`src/rtl/core/fwdp_pkg.sv`:
```
// ----------------------------------------------------------------------------
// fwdp_pkg
// Shared types, constants and helpers of the fixed-width dictionary packer.
// ----------------------------------------------------------------------------
`default_nettype none

package fwdp_pkg;

  localparam int TABLE_DEPTH = 256;
  localparam int IDX_W       = $clog2(TABLE_DEPTH);
  localparam int CNT_W       = $clog2(TABLE_DEPTH + 1);
  localparam int ACC_W       = 15;
  localparam int BYTE_W      = 8;
  localparam int WID_W       = 4;

  typedef enum logic [1:0] {
    OP_LEARN  = 2'd0,
    OP_ENCODE = 2'd1,
    OP_FLUSH  = 2'd2,
    OP_CLEAR  = 2'd3
  } op_t;

  // search result, one cycle pulse on done
  typedef struct packed {
    logic             done;
    logic             found;
    logic [IDX_W-1:0] index;
  } srch_res_t;

  // command to the bit packer
  typedef struct packed {
    logic              valid;
    logic              flush;
    logic [BYTE_W-1:0] code;
    logic [WID_W-1:0]  width;
  } pk_cmd_t;

  // smallest width w with 2^w >= count, clamped to 1..8
  function automatic logic [WID_W-1:0] width_for_count(input logic [CNT_W-1:0] count);
    logic [WID_W-1:0] w;
    w = WID_W'(1);
    for (int k = 1; k < 8; k++) begin
      if (int'(count) > (1 << k)) begin
        w = WID_W'(k + 1);
      end
    end
    return w;
  endfunction

endpackage

`default_nettype wire

```
`src/rtl/core/fwdp_if.sv`:
```
// ----------------------------------------------------------------------------
// fwdp interfaces
// Valid/ready channels for input items and packed result beats.
// ----------------------------------------------------------------------------
`default_nettype none

interface fwdp_in_if;
  logic       valid;
  logic       ready;
  logic [1:0] operation;
  logic [7:0] symbol;

  modport source (output valid, output operation, output symbol, input ready);
  modport sink   (input valid, input operation, input symbol, output ready);
endinterface

interface fwdp_out_if;
  logic       valid;
  logic       ready;
  logic [7:0] packed_byte;
  logic       is_last;
  logic [3:0] code_width;

  modport source (output valid, output packed_byte, output is_last, output code_width,
                  input ready);
  modport sink   (input valid, input packed_byte, input is_last, input code_width,
                  output ready);
endinterface

`default_nettype wire

```
`src/rtl/core/fwdp_search.sv`:
```
// ----------------------------------------------------------------------------
// fwdp_search
// Symbol table memory with a sequential lookup, one entry compared per cycle.
// ----------------------------------------------------------------------------
`default_nettype none

module fwdp_search (
  input  wire logic                       clk,
  input  wire logic                       rst_n,
  input  wire logic                       start,
  input  wire logic [7:0]                 sym,
  input  wire logic [fwdp_pkg::CNT_W-1:0] count,
  input  wire logic                       we,
  input  wire logic [fwdp_pkg::IDX_W-1:0] waddr,
  input  wire logic [7:0]                 wdata,
  output fwdp_pkg::srch_res_t             res
);

  logic [7:0]                 mem [fwdp_pkg::TABLE_DEPTH];
  logic                       busy_r;
  logic [fwdp_pkg::CNT_W-1:0] addr_r;
  logic [7:0]                 sym_r;
  logic [7:0]                 rd_data_r;
  logic [fwdp_pkg::IDX_W-1:0] rd_idx_r;
  logic                       rd_vld_r;
  logic                       hit;
  logic                       miss;
  logic                       issue;

  assign hit   = busy_r && rd_vld_r && (rd_data_r == sym_r);
  assign miss  = busy_r && !rd_vld_r && (addr_r >= count);
  assign issue = busy_r && !hit && (addr_r < count);

  always_ff @(posedge clk) begin
    if (we) begin
      mem[waddr] <= wdata;
    end
    if (issue) begin
      rd_data_r <= mem[addr_r[fwdp_pkg::IDX_W-1:0]];
      rd_idx_r  <= addr_r[fwdp_pkg::IDX_W-1:0];
    end
  end

  always_ff @(posedge clk) begin
    if (!rst_n) begin
      busy_r   <= 1'b0;
      rd_vld_r <= 1'b0;
      addr_r   <= '0;
    end else if (start) begin
      busy_r   <= 1'b1;
      rd_vld_r <= 1'b0;
      addr_r   <= '0;
    end else if (hit || miss) begin
      busy_r   <= 1'b0;
      rd_vld_r <= 1'b0;
    end else begin
      rd_vld_r <= issue;
      if (issue) begin
        addr_r <= addr_r + 1'b1;
      end
    end
  end

  always_ff @(posedge clk) begin
    if (start) begin
      sym_r <= sym;
    end
  end

  assign res.done  = hit || miss;
  assign res.found = hit;
  assign res.index = rd_idx_r;

  a_done_busy : assert property (@(posedge clk) disable iff (!rst_n)
    res.done |-> busy_r)
    else $error("search done without a lookup in progress");

  a_hit_in_range : assert property (@(posedge clk) disable iff (!rst_n)
    (res.done && res.found) |-> (fwdp_pkg::CNT_W'(res.index) < count))
    else $error("search hit beyond the filled entries");

endmodule

`default_nettype wire

```
`src/rtl/core/fwdp_packer.sv`:
```
// ----------------------------------------------------------------------------
// fwdp_packer
// Bit accumulator that packs codes MSB-first into bytes, with output register.
// ----------------------------------------------------------------------------
`default_nettype none

module fwdp_packer (
  input  wire logic              clk,
  input  wire logic              rst_n,
  input  wire fwdp_pkg::pk_cmd_t cmd,
  output logic                   slot_free,
  fwdp_out_if.source             out_ch
);

  logic [fwdp_pkg::ACC_W-1:0]  acc_r, acc_nxt;
  logic [3:0]                  fill_r, fill_nxt;
  logic                        out_valid_r;
  logic [7:0]                  byte_r, byte_nxt;
  logic                        last_r;
  logic [fwdp_pkg::WID_W-1:0]  width_r;
  logic                        emit;
  logic [fwdp_pkg::ACC_W-1:0]  acc_sh;
  logic [7:0]                  code_m;
  logic [8:0]                  mask9;
  logic [3:0]                  fill_sum;
  logic [3:0]                  rem;

  assign slot_free = !out_valid_r || out_ch.ready;

  always_comb begin
    mask9    = (9'd1 << cmd.width) - 9'd1;
    code_m   = cmd.code & mask9[7:0];
    acc_sh   = (acc_r << cmd.width) | fwdp_pkg::ACC_W'(code_m);
    fill_sum = fill_r + cmd.width;
    rem      = fill_sum - 4'd8;
    acc_nxt  = acc_r;
    fill_nxt = fill_r;
    byte_nxt = 8'h00;
    emit     = 1'b0;
    if (cmd.valid) begin
      if (cmd.flush) begin
        if (fill_r != 4'd0) begin
          emit     = 1'b1;
          byte_nxt = acc_r[7:0] << (4'd8 - fill_r);
          acc_nxt  = '0;
          fill_nxt = 4'd0;
        end
      end else if (fill_sum >= 4'd8) begin
        emit     = 1'b1;
        byte_nxt = 8'(acc_sh >> rem);
        acc_nxt  = acc_sh & ((fwdp_pkg::ACC_W'(1) << rem) - fwdp_pkg::ACC_W'(1));
        fill_nxt = rem;
      end else begin
        acc_nxt  = acc_sh;
        fill_nxt = fill_sum;
      end
    end
  end

  always_ff @(posedge clk) begin
    if (!rst_n) begin
      acc_r       <= '0;
      fill_r      <= 4'd0;
      out_valid_r <= 1'b0;
    end else begin
      acc_r  <= acc_nxt;
      fill_r <= fill_nxt;
      if (emit) begin
        out_valid_r <= 1'b1;
      end else if (out_ch.ready) begin
        out_valid_r <= 1'b0;
      end
    end
  end

  always_ff @(posedge clk) begin
    if (emit) begin
      byte_r  <= byte_nxt;
      last_r  <= cmd.flush;
      width_r <= cmd.width;
    end
  end

  assign out_ch.valid       = out_valid_r;
  assign out_ch.packed_byte = byte_r;
  assign out_ch.is_last     = last_r;
  assign out_ch.code_width  = width_r;

  a_fill_below_byte : assert property (@(posedge clk) disable iff (!rst_n)
    cmd.valid |=> (fill_r < 4'd8))
    else $error("pending bit count reached a full byte");

endmodule

`default_nettype wire

```
`src/rtl/core/fixed_width_dictionary_packer.sv`:
```
// ----------------------------------------------------------------------------
// fixed_width_dictionary_packer
// Learns a byte dictionary and packs fixed-width table indexes into bytes.
// ----------------------------------------------------------------------------
// usage:
//   in_ch takes one beat per item: operation (learn, encode, flush, clear)
//   and symbol. out_ch gives one beat per completed byte: packed_byte (first
//   code bit in bit 7), is_last (zero-padded flush byte) and code_width.
//   in_ch.ready is high only while the sequencer is idle.
//   learn and encode walk the symbol table one entry per cycle through the
//   table memory read port, from index 0 up to the first hit or the entry
//   count. clear acts straight from idle; flush goes through the pack step.
//   the output register parts the two sides: a new item is taken while a
//   byte waits. an encode hit or a flush holds in its pack step until the
//   register is free, so a stalled receiver stalls the input after one
//   waiting beat.
//   reset clears entry count, pending bits and the output register. the
//   table memory itself is not cleared; entries are only read below the
//   entry count, so no clearing pass is needed.
// ----------------------------------------------------------------------------
`default_nettype none

module fixed_width_dictionary_packer (
  input  wire logic   clk,
  input  wire logic   rst_n,
  fwdp_in_if.sink     in_ch,
  fwdp_out_if.source  out_ch
);

  // one-hot sequencer states
  typedef enum logic [2:0] {
    S_IDLE   = 3'b001,
    S_SEARCH = 3'b010,
    S_PACK   = 3'b100
  } state_t;

  state_t                      state_r, state_nxt;
  fwdp_pkg::op_t               op_r;
  logic [7:0]                  sym_r;
  logic [fwdp_pkg::CNT_W-1:0]  count_r, count_nxt;
  logic [fwdp_pkg::IDX_W-1:0]  idx_r;
  logic                        in_fire;
  logic                        srch_start;
  logic                        tbl_we;
  logic                        slot_free;
  fwdp_pkg::srch_res_t         res;
  fwdp_pkg::pk_cmd_t           cmd;

  assign in_ch.ready = (state_r == S_IDLE);
  assign in_fire     = in_ch.valid && in_ch.ready;

  // lookup starts in the cycle after the item beat
  always_ff @(posedge clk) begin
    if (!rst_n) begin
      srch_start <= 1'b0;
    end else begin
      srch_start <= in_fire && ((fwdp_pkg::op_t'(in_ch.operation) == fwdp_pkg::OP_LEARN) ||
                                (fwdp_pkg::op_t'(in_ch.operation) == fwdp_pkg::OP_ENCODE));
    end
  end

  // unseen byte goes in at the end of the table while there is room
  assign tbl_we = (state_r == S_SEARCH) && res.done && !res.found &&
                  (op_r == fwdp_pkg::OP_LEARN) &&
                  (count_r < fwdp_pkg::CNT_W'(fwdp_pkg::TABLE_DEPTH));

  always_comb begin
    state_nxt = state_r;
    count_nxt = count_r;
    case (state_r)
      S_IDLE: begin
        if (in_fire) begin
          case (fwdp_pkg::op_t'(in_ch.operation))
            fwdp_pkg::OP_LEARN,
            fwdp_pkg::OP_ENCODE: state_nxt = S_SEARCH;
            fwdp_pkg::OP_FLUSH:  state_nxt = S_PACK;
            fwdp_pkg::OP_CLEAR:  count_nxt = '0;
            default:             state_nxt = S_IDLE;
          endcase
        end
      end
      S_SEARCH: begin
        if (res.done) begin
          if (tbl_we) begin
            count_nxt = count_r + 1'b1;
          end
          if (op_r == fwdp_pkg::OP_ENCODE && res.found) begin
            state_nxt = S_PACK;
          end else begin
            state_nxt = S_IDLE;
          end
        end
      end
      S_PACK: begin
        if (slot_free) begin
          state_nxt = S_IDLE;
        end
      end
      default: state_nxt = S_IDLE;
    endcase
  end

  always_ff @(posedge clk) begin
    if (!rst_n) begin
      state_r <= S_IDLE;
      count_r <= '0;
    end else begin
      state_r <= state_nxt;
      count_r <= count_nxt;
    end
  end

  always_ff @(posedge clk) begin
    if (in_fire) begin
      op_r  <= fwdp_pkg::op_t'(in_ch.operation);
      sym_r <= in_ch.symbol;
    end
    if (state_r == S_SEARCH && res.done) begin
      idx_r <= res.index;
    end
  end

  fwdp_search u_search (
    .clk   (clk),
    .rst_n (rst_n),
    .start (srch_start),
    .sym   (sym_r),
    .count (count_r),
    .we    (tbl_we),
    .waddr (count_r[fwdp_pkg::IDX_W-1:0]),
    .wdata (sym_r),
    .res   (res)
  );

  // pack step: one command per encode hit or flush
  always_comb begin
    cmd.valid = (state_r == S_PACK) && slot_free;
    cmd.flush = (op_r == fwdp_pkg::OP_FLUSH);
    cmd.code  = 8'(idx_r);
    cmd.width = fwdp_pkg::width_for_count(count_r);
  end

  fwdp_packer u_packer (
    .clk       (clk),
    .rst_n     (rst_n),
    .cmd       (cmd),
    .slot_free (slot_free),
    .out_ch    (out_ch)
  );

  a_learn_grows : assert property (@(posedge clk) disable iff (!rst_n)
    tbl_we |=> (count_r == $past(count_r) + 1'b1))
    else $error("learned byte did not extend the table");

  a_pack_from_op : assert property (@(posedge clk) disable iff (!rst_n)
    (state_r == S_PACK) |-> (op_r == fwdp_pkg::OP_ENCODE || op_r == fwdp_pkg::OP_FLUSH))
    else $error("pack step entered for an item without codes");

endmodule

`default_nettype wire

```
`src/flat_wrapper.sv`:
```
// flat-port wrapper written by rule: the top's interface ports become plain ports
module fixed_width_dictionary_packer_flat 
  (clk, rst_n, in_ch_valid, in_ch_operation, in_ch_symbol, in_ch_ready, out_ch_valid, out_ch_packed_byte, out_ch_is_last, out_ch_code_width, out_ch_ready);
  fwdp_in_if in_ch_i ();
  fwdp_out_if out_ch_i ();
  input  wire logic clk;
  input  wire logic rst_n;
  input wire logic [$bits(in_ch_i.valid)-1:0] in_ch_valid;
  input wire logic [$bits(in_ch_i.operation)-1:0] in_ch_operation;
  input wire logic [$bits(in_ch_i.symbol)-1:0] in_ch_symbol;
  output wire logic [$bits(in_ch_i.ready)-1:0] in_ch_ready;
  output wire logic [$bits(out_ch_i.valid)-1:0] out_ch_valid;
  output wire logic [$bits(out_ch_i.packed_byte)-1:0] out_ch_packed_byte;
  output wire logic [$bits(out_ch_i.is_last)-1:0] out_ch_is_last;
  output wire logic [$bits(out_ch_i.code_width)-1:0] out_ch_code_width;
  input wire logic [$bits(out_ch_i.ready)-1:0] out_ch_ready;
  assign in_ch_i.valid = in_ch_valid;
  assign in_ch_i.operation = in_ch_operation;
  assign in_ch_i.symbol = in_ch_symbol;
  assign in_ch_ready = in_ch_i.ready;
  assign out_ch_valid = out_ch_i.valid;
  assign out_ch_packed_byte = out_ch_i.packed_byte;
  assign out_ch_is_last = out_ch_i.is_last;
  assign out_ch_code_width = out_ch_i.code_width;
  assign out_ch_i.ready = out_ch_ready;
  fixed_width_dictionary_packer u_core (.clk(clk), .rst_n(rst_n), .in_ch(in_ch_i), .out_ch(out_ch_i));
endmodule
```
`config.mk`:
```
export PLATFORM = sky130hd
export DESIGN_NAME = fixed_width_dictionary_packer_flat
export DESIGN_NICKNAME = d
export VERILOG_FILES = /design/src/rtl/core/fwdp_pkg.sv /design/src/rtl/core/fwdp_if.sv /design/src/rtl/core/fwdp_search.sv /design/src/rtl/core/fwdp_packer.sv /design/src/rtl/core/fixed_width_dictionary_packer.sv /design/src/flat_wrapper.sv
export SDC_FILE = /design/constraint.sdc
export NUM_CORES = 2
export LEC_CHECK = 0
export ABC_AREA = 1
export BUFFER_PORTS_ARGS = -buffer_cell sky130_fd_sc_hd__buf_4
export CORE_ASPECT_RATIO = 1.25
export CORE_MARGIN = 5
export CORE_UTILIZATION = 56
export CTS_CLUSTER_DIAMETER = 30
export DETAILED_ROUTE_END_ITERATION = 10
export HOLD_SLACK_MARGIN = 0.12
export PLACE_DENSITY = 0.75
export SLEW_MARGIN = 20
export SYNTH_ARGS = -nofsm -noshare
export SYNTH_HDL_FRONTEND = slang
export SYNTH_SLANG_ARGS = --single-unit
export TNS_END_PERCENT = 30
```
`constraint.sdc`:
```
create_clock -name clk -period 4.15 [get_ports clk]
set_clock_uncertainty 0.05 [all_clocks]
set_input_delay 0.2075 -clock clk [delete_from_list [all_inputs] [get_ports clk]]
set_output_delay 0.2075 -clock clk [all_outputs]
set_load 0.02 [all_outputs]
```
; After elaboration in Yosys (flattened, before gate mapping)
; Memories as Yosys holds them, arrays and structs flattened. A register that Yosys moved wholly into a read port is not among the register bits.
; Cells that the tools add are included.
; W data, S select, Z words.
[word_totals]
reg_bits = 91
ramBits = 2048
output_inout_bits = 15
mem_count = 1
inputBits = 14
[op_classes]
n_bitwise = 5
n_reduce_logical = 33
n_eq_ne = 16
order_cmp = 11
n_addsub = 7
n_shift = 5
muxes = 37
[memory_table]
columns = memory, depth, width, read_ports, rd_clocked_by_memory_dff, wr, line
row1 = u_core.u_search.mem, 256, 8, 1, 1, 1, fwdp_search.sv:19  ; logic [7:0] mem [fwdp_pkg::TABLE_DEPTH];
[op_table]
columns = cell, n
row1 = $mux W15, 3
row2 = $mux W9, 4
row3 = $mux W3, 8
row4 = $mux W8, 3
row5 = $add A9 B1 Y9 const B, 2
row6 = $pmux W9 S2, 1
row7 = $mux W4, 4
row8 = $and A15 B15 Y15, 1
row9 = $or A15 B8 Y15, 1
row10 = $shl A1 B4 Y15 const A, 1
row11 = $shl A15 B4 Y15, 1
row12 = $shr A15 B4 Y8, 1
row13 = $sub A15 B1 Y15 const B, 1
row14 = $logic_and A1 B1 Y1, 14
row15 = $mux W1, 10
row16 = $ge A9 B9 Y1, 1
row17 = $gt A9 B2 Y1 const B, 1
row18 = $gt A9 B3 Y1 const B, 1
row19 = $gt A9 B4 Y1 const B, 1
row20 = $gt A9 B5 Y1 const B, 1
row21 = $gt A9 B6 Y1 const B, 1
row22 = $gt A9 B7 Y1 const B, 1
row23 = $gt A9 B8 Y1 const B, 1
row24 = $lt A9 B9 Y1, 1
row25 = other kinds (32), 50

; Longest topological paths before layout
[depth]
word_depth = 15
mapped_depth = 28
depth_no_buf = 26

; By module
; From an unflattened synthesis, not the netlist that was laid out.
[unflattened]
hier_cells = 8842
hier_area_um2 = 92366.1
[modules_own_cells]
columns = module, cells_per_inst, n_inst, area_per_inst_um2, seq_area_each_um2
row1 = fwdp_search, 8155, 1, 87798.0, 62439.9
row2 = fwdp_packer, 503, 1, 3031.7, 790.8
row3 = fixed_width_dictionary_packer, 184, 1, 1536.5, 800.8

; Worst setup path after synthesis
; Ideal clock, no wire load.
[synth_timing]
kind = reg-to-reg
from = register u_core.u_search.addr_r[0] (netlist name)
to = memory u_core.u_search.mem[73][0], enable pin
setup_ns = 0.370
path_slack_ns = -0.108
synth_period_minus_slack_ns = 4.258
path_buffers = 6
t_required_ns = 3.730
arrival_ns = 3.838
path_stages_with_launch = 17
cell_sequence = dfxtp_1 > buf_2 > inv_1 > buf_2 > clkbuf_1 > clkbuf_1 > buf_1 > ha_1 > nand2_1 > o41ai_1 > a31oi_1 > nor2_1 > nand2_1 > nor3_1 > nand2_1 > clkbuf_1 > nor2_1
[synth_via]
elab_chain_cells = 9
[synth_rtl]
columns = item, line
row1 = start: declaration, fwdp_search.sv:21  ; logic [fwdp_pkg::CNT_W-1:0] addr_r;
row2 = start signal: assignment, fwdp_search.sv:59  ; addr_r <= addr_r + 1'b1;
row3 = $ge A9 B9 Y1, fwdp_search.sv:31  ; assign miss = busy_r && !rd_vld_r && (addr_r >= count);
row4 = $logic_and A1 B1 Y1, fwdp_search.sv:31
row5 = $logic_or A1 B1 Y1, fwdp_search.sv:70  ; assign res.done = hit || miss;
row6 = $logic_and A1 B1 Y1 (3 in series), fixed_width_dictionary_packer.sv:63  ; assign tbl_we = (state_r == S_SEARCH) && res.done && !res.found &&
row7 = $logic_and A1 B1 Y1, fixed_width_dictionary_packer.sv:64  ; (op_r == fwdp_pkg::OP_LEARN) &&
row8 = $mux W1, fwdp_search.sv:35  ; if (we) begin
row9 = $mux W1 (implied by the code), fwdp_search.sv:36  ; mem[waddr] <= wdata;
row10 = end: declaration, fwdp_search.sv:19
; No other way between the ends.

; Final worst setup path
[layout_timing]
from = register u_core.count_r[4] (netlist name)
to = memory u_core.u_search.mem[88][1], enable pin
[layout_via]
elab_chain_cells = 9
word_cells_on_any_way = 10
cone_classes = order compare: 2 / mux: 2 / reduce/logical: 6
[layout_rtl]
columns = item, line
row1 = start: declaration, fixed_width_dictionary_packer.sv:40  ; logic [fwdp_pkg::CNT_W-1:0] count_r, count_nxt;
row2 = start signal: assignment, fixed_width_dictionary_packer.sv:109  ; count_r <= count_nxt;
row3 = $ge A9 B9 Y1, fwdp_search.sv:31
row4 = $logic_and A1 B1 Y1, fwdp_search.sv:31
row5 = $logic_or A1 B1 Y1, fwdp_search.sv:70
row6 = $logic_and A1 B1 Y1 (3 in series), fixed_width_dictionary_packer.sv:63
row7 = $logic_and A1 B1 Y1, fixed_width_dictionary_packer.sv:64
row8 = $mux W1, fwdp_search.sv:35
row9 = $mux W1 (implied by the code), fwdp_search.sv:36
; Several ways; a longest one is shown, not always the timed one.

==> reports/qor.yml <==
synthesis:
  async_flop_share_pct: 0
  synth_fa_ha_area_share_pct: 0.313
  syn_avg_cell_area_um2: 12.8
  post_synth_mux_area_share_pct: 0
  ys_top_cells_by_area: "edfxtp_1 (73%), o21ai_0 (6.1%), nor2_1 (5.8%)"
  synth_xor_area_share_pct: 0.154
  synth.most_common_cell: "edfxtp_1"
  synth-simple-area-share_pct: 10.1
  ys_ff_latch: 2147
  syn-instance-count: 6750
  synth.top_cells.by_count: "edfxtp_1 (2,103), nor2_1 (1,334), o21ai_0 (1,052)"
  yosys_warnings: 0
  syn-cell-area_um2: 86200
  synth_top_family_by_area: "compound AO/OA/AOI/OAI gates"
  ys_seq_area_share_pct: 74.3
  synth_top_area_share_pct: 73.2
  synth_nets: 6785
  synth_edf_count: 2103
  synth_compound_area_share_pct: 12.5
  synthDistinctLibCells: 63
  synth_flop_cell: "edfxtp_1"
  yosysTopAreaCell: "edfxtp_1"
placed_design:
  placed_cells: 8697
  portBuffers: 28
  place.gp.congestion: 0.918
  dp_hpwl_um: 138000
  dpl_cell_area_um2: 90300
worst_setup_path:
  worstPathMaxFanout: 10
  endpoint_kind: "flip-flop"
  required_ns: 4.73
  crit_path_start_kind: "flip-flop"
  arrival_ns: 4.53
  crit_type: "flip-flop to flip-flop"
global_routing:
  antenna_found_initial: 10
  grt_pass1_wl_um: 356000
  grt_overflow: 0
  grt_usage_pct: 28.9
  grt_pass1_vias: 57800
  grt_max_degree: 207
finish:
  synthToLayoutAreaGrowth_pct: 17.6
  stdcell_area_um2: 101000
  multi_input_area_um2: 20000
  fill_cells: 10300
  stdcell_count: 9297
  drive_gt1_share_pct: 13.7
  nets: 7047
  register_area_um2: 64000
sta:
  period_share_pct: 95.2
  hold-worst-slack_ns: 0.173
  fmax_mhz: 253
  rsz0062_at_grt: "no"
  setup_violations: 0
  tightest_slew_ns: 1.20
  slew_violations: 0
  setup_tns_ns: 0
  fin_crit_ns: 3.95
  slew_headroom_pct: 19.8
  finalHoldViolCount: 0
pwr:
  vdd_drop_max_v: 0.000404
  total_leakage_power_nw: 33.7
  power_density_nw_per_um2: 526
  finalPower_w: 0.0533
drt:
  drt-total-wl_um: 241000
  vias: 59600
  wl_per_cell_um: 25.9
  detailedRoute.firstPassIterationCount: 7
  first_iter_violations: 9051
  viasPerCell: 6.41
  drtAntennaViolNets: 0
  drc: 0
cts:
  clockRootBuffer: "clkbuf_16"
  insertion_delay_ns: 0.94
  cts-htree-levels: 5
  clk_pin_slew_ns: 0.05
  max-clock-path-buffers: 4
  postCtsSetupBuffers: 0
  cts_buffers: 324
  tritoncts: "built"
  cts.sinks: 2147
floorplanning:
  die_area_um2: 162000
  core-area_um2: 154000
  dieHeight_um: 449
  row_count: 161
  fp.dieW_um: 361
  ioPinCount: 29
  initial_core_util_pct: 56.2
outcome:
  status: "finished clean"
worst_hold_path:
  min_path_type: "input pin to flip-flop"
job:
  cap_violations: 0
==> through the flow <==
stage | util [%] | worst slack, ns
global placement | 58.8 | 0.199
detailed placement | 58.8 | 0.101
CTS | 66.0 | 0.0810
floorplan | - | 0.0404
global route | 66.0 | 0.0106
finish | 66.0 | 0.200
==> repair_timing <==
| item | 4_1_cts | 5_1_grt |
|---|---|---|
| resized for setup | 0 | 16 |
| hold buffers | 26 | 0 |
| setup endpoints to repair | 0 | 182 |
| endpoints found under the hold margin | 62 | 0 |
==> cell families (layout without fill, tap and decap cells) <==
group,after synthesis,after routing
buffers and inverters,589,1095
other,1,5
adders and majority gates,21,21
DFF,2147,2147
AOI/OAI and AO/OA,1842,1842
xor gates and xnor gates,13,13
and+or+nand+nor,2137,2137
==> cell usage in the layout (no fill, tap or decap), types with 41 or more instances in the layout <==
cell / n
o21ai_0: 1051
edfxtp_1: 2103
nand3_1: 304
a31oi_1: 41
o221ai_1: 201
o22ai_1: 314
nor2_1: 1327
nand2_1: 405
o211ai_1: 72
inv_1: 77
a21oi_1: 118
inv_6: 47
buf_4: 365
clkbuf_16: 329
==> per-layer routing <==
metal / vias up / GRT usage (%) / routed length [um]
met5: - / 0 / 21
met4: 4 / 17.4 / 16200
met3: 814 / 6.42 / 26400
met2: 4098 / 46.0 / 115000
met1: 28800 / 36.6 / 83900
li1: 25900 / - / -
==> power by group <==
part,switching (W),internal [W],total (W)
combinational,0.00180,0.000495,0.00230
clock,0.0101,0.0167,0.0268
sequential,0.0000593,0.0242,0.0242
total,0.0119,0.0414,0.0533
==> worst paths after layout <==
check             slack (ns)                    endpoint                   startpoint  cells after the start
setup / recovery        0.20  u_core.u_search.mem[88][1]            u_core.count_r[4]                     16
hold / removal          0.17           u_core.state_r[1]           in_ch_operation[1]                      5
setup reg to reg        0.20  u_core.u_search.mem[88][1]            u_core.count_r[4]                     16
hold reg to reg         0.36             u_core.idx_r[1]  u_core.u_search.rd_idx_r[1]                      0
==> worst max-delay path, cell delays in order (launching register included) <==
cell and delay, ns:
dfxtp_1 0.45, inv_1 0.18, ha_1 0.33, nand2_1 0.08, o21ai_0 0.19, nand2_1 0.06, and3_1 0.15, o41ai_1 0.09
a31oi_1 0.19, nor2_2 0.13, nand2_1 0.15, nor3_1 0.41, buf_4 0.23, nand2_1 0.30, buf_4 0.31, nor2_1 0.19
buf_4 0.19
==> final cells by class <==
cell class | instances | area share (%)
Sequential cell | 2147 | 63.2
Multi-Input combinational cell | 4014 | 19.7
Clock buffer | 354 | 8.21
Timing Repair Buffer | 425 | 3.62
Tap cell | 2037 | 2.51
Clock inverter | 216 | 2.37
Inverter | 100 | 0.401
Antenna cell | 4 | 0.00987
==> state kept, by name, summed over array words and instances (netlist names) <==
signal and flops:
u_core.u_search.addr_r 9, u_core.u_packer.acc_r 15, u_core.u_search.busy_r 1, u_core.state_r 3, u_core.u_search.mem 2048, u_core.u_search.rd_idx_r 8
u_core.u_packer.out_ch.valid 1, u_core.u_search.rd_data_r 8, u_core.idx_r 8, u_core.u_packer.out_ch.is_last 1, u_core.sym_r 8, u_core.count_r 9
u_core.u_packer.fill_r 4, u_core.u_packer.out_ch.packed_byte 8, u_core.op_r 2, u_core.u_search.sym_r 8, u_core.srch_start 1, u_core.u_search.rd_vld_r 1
u_core.u_packer.out_ch.code_width 4
(Power assumes the default switching activity.)
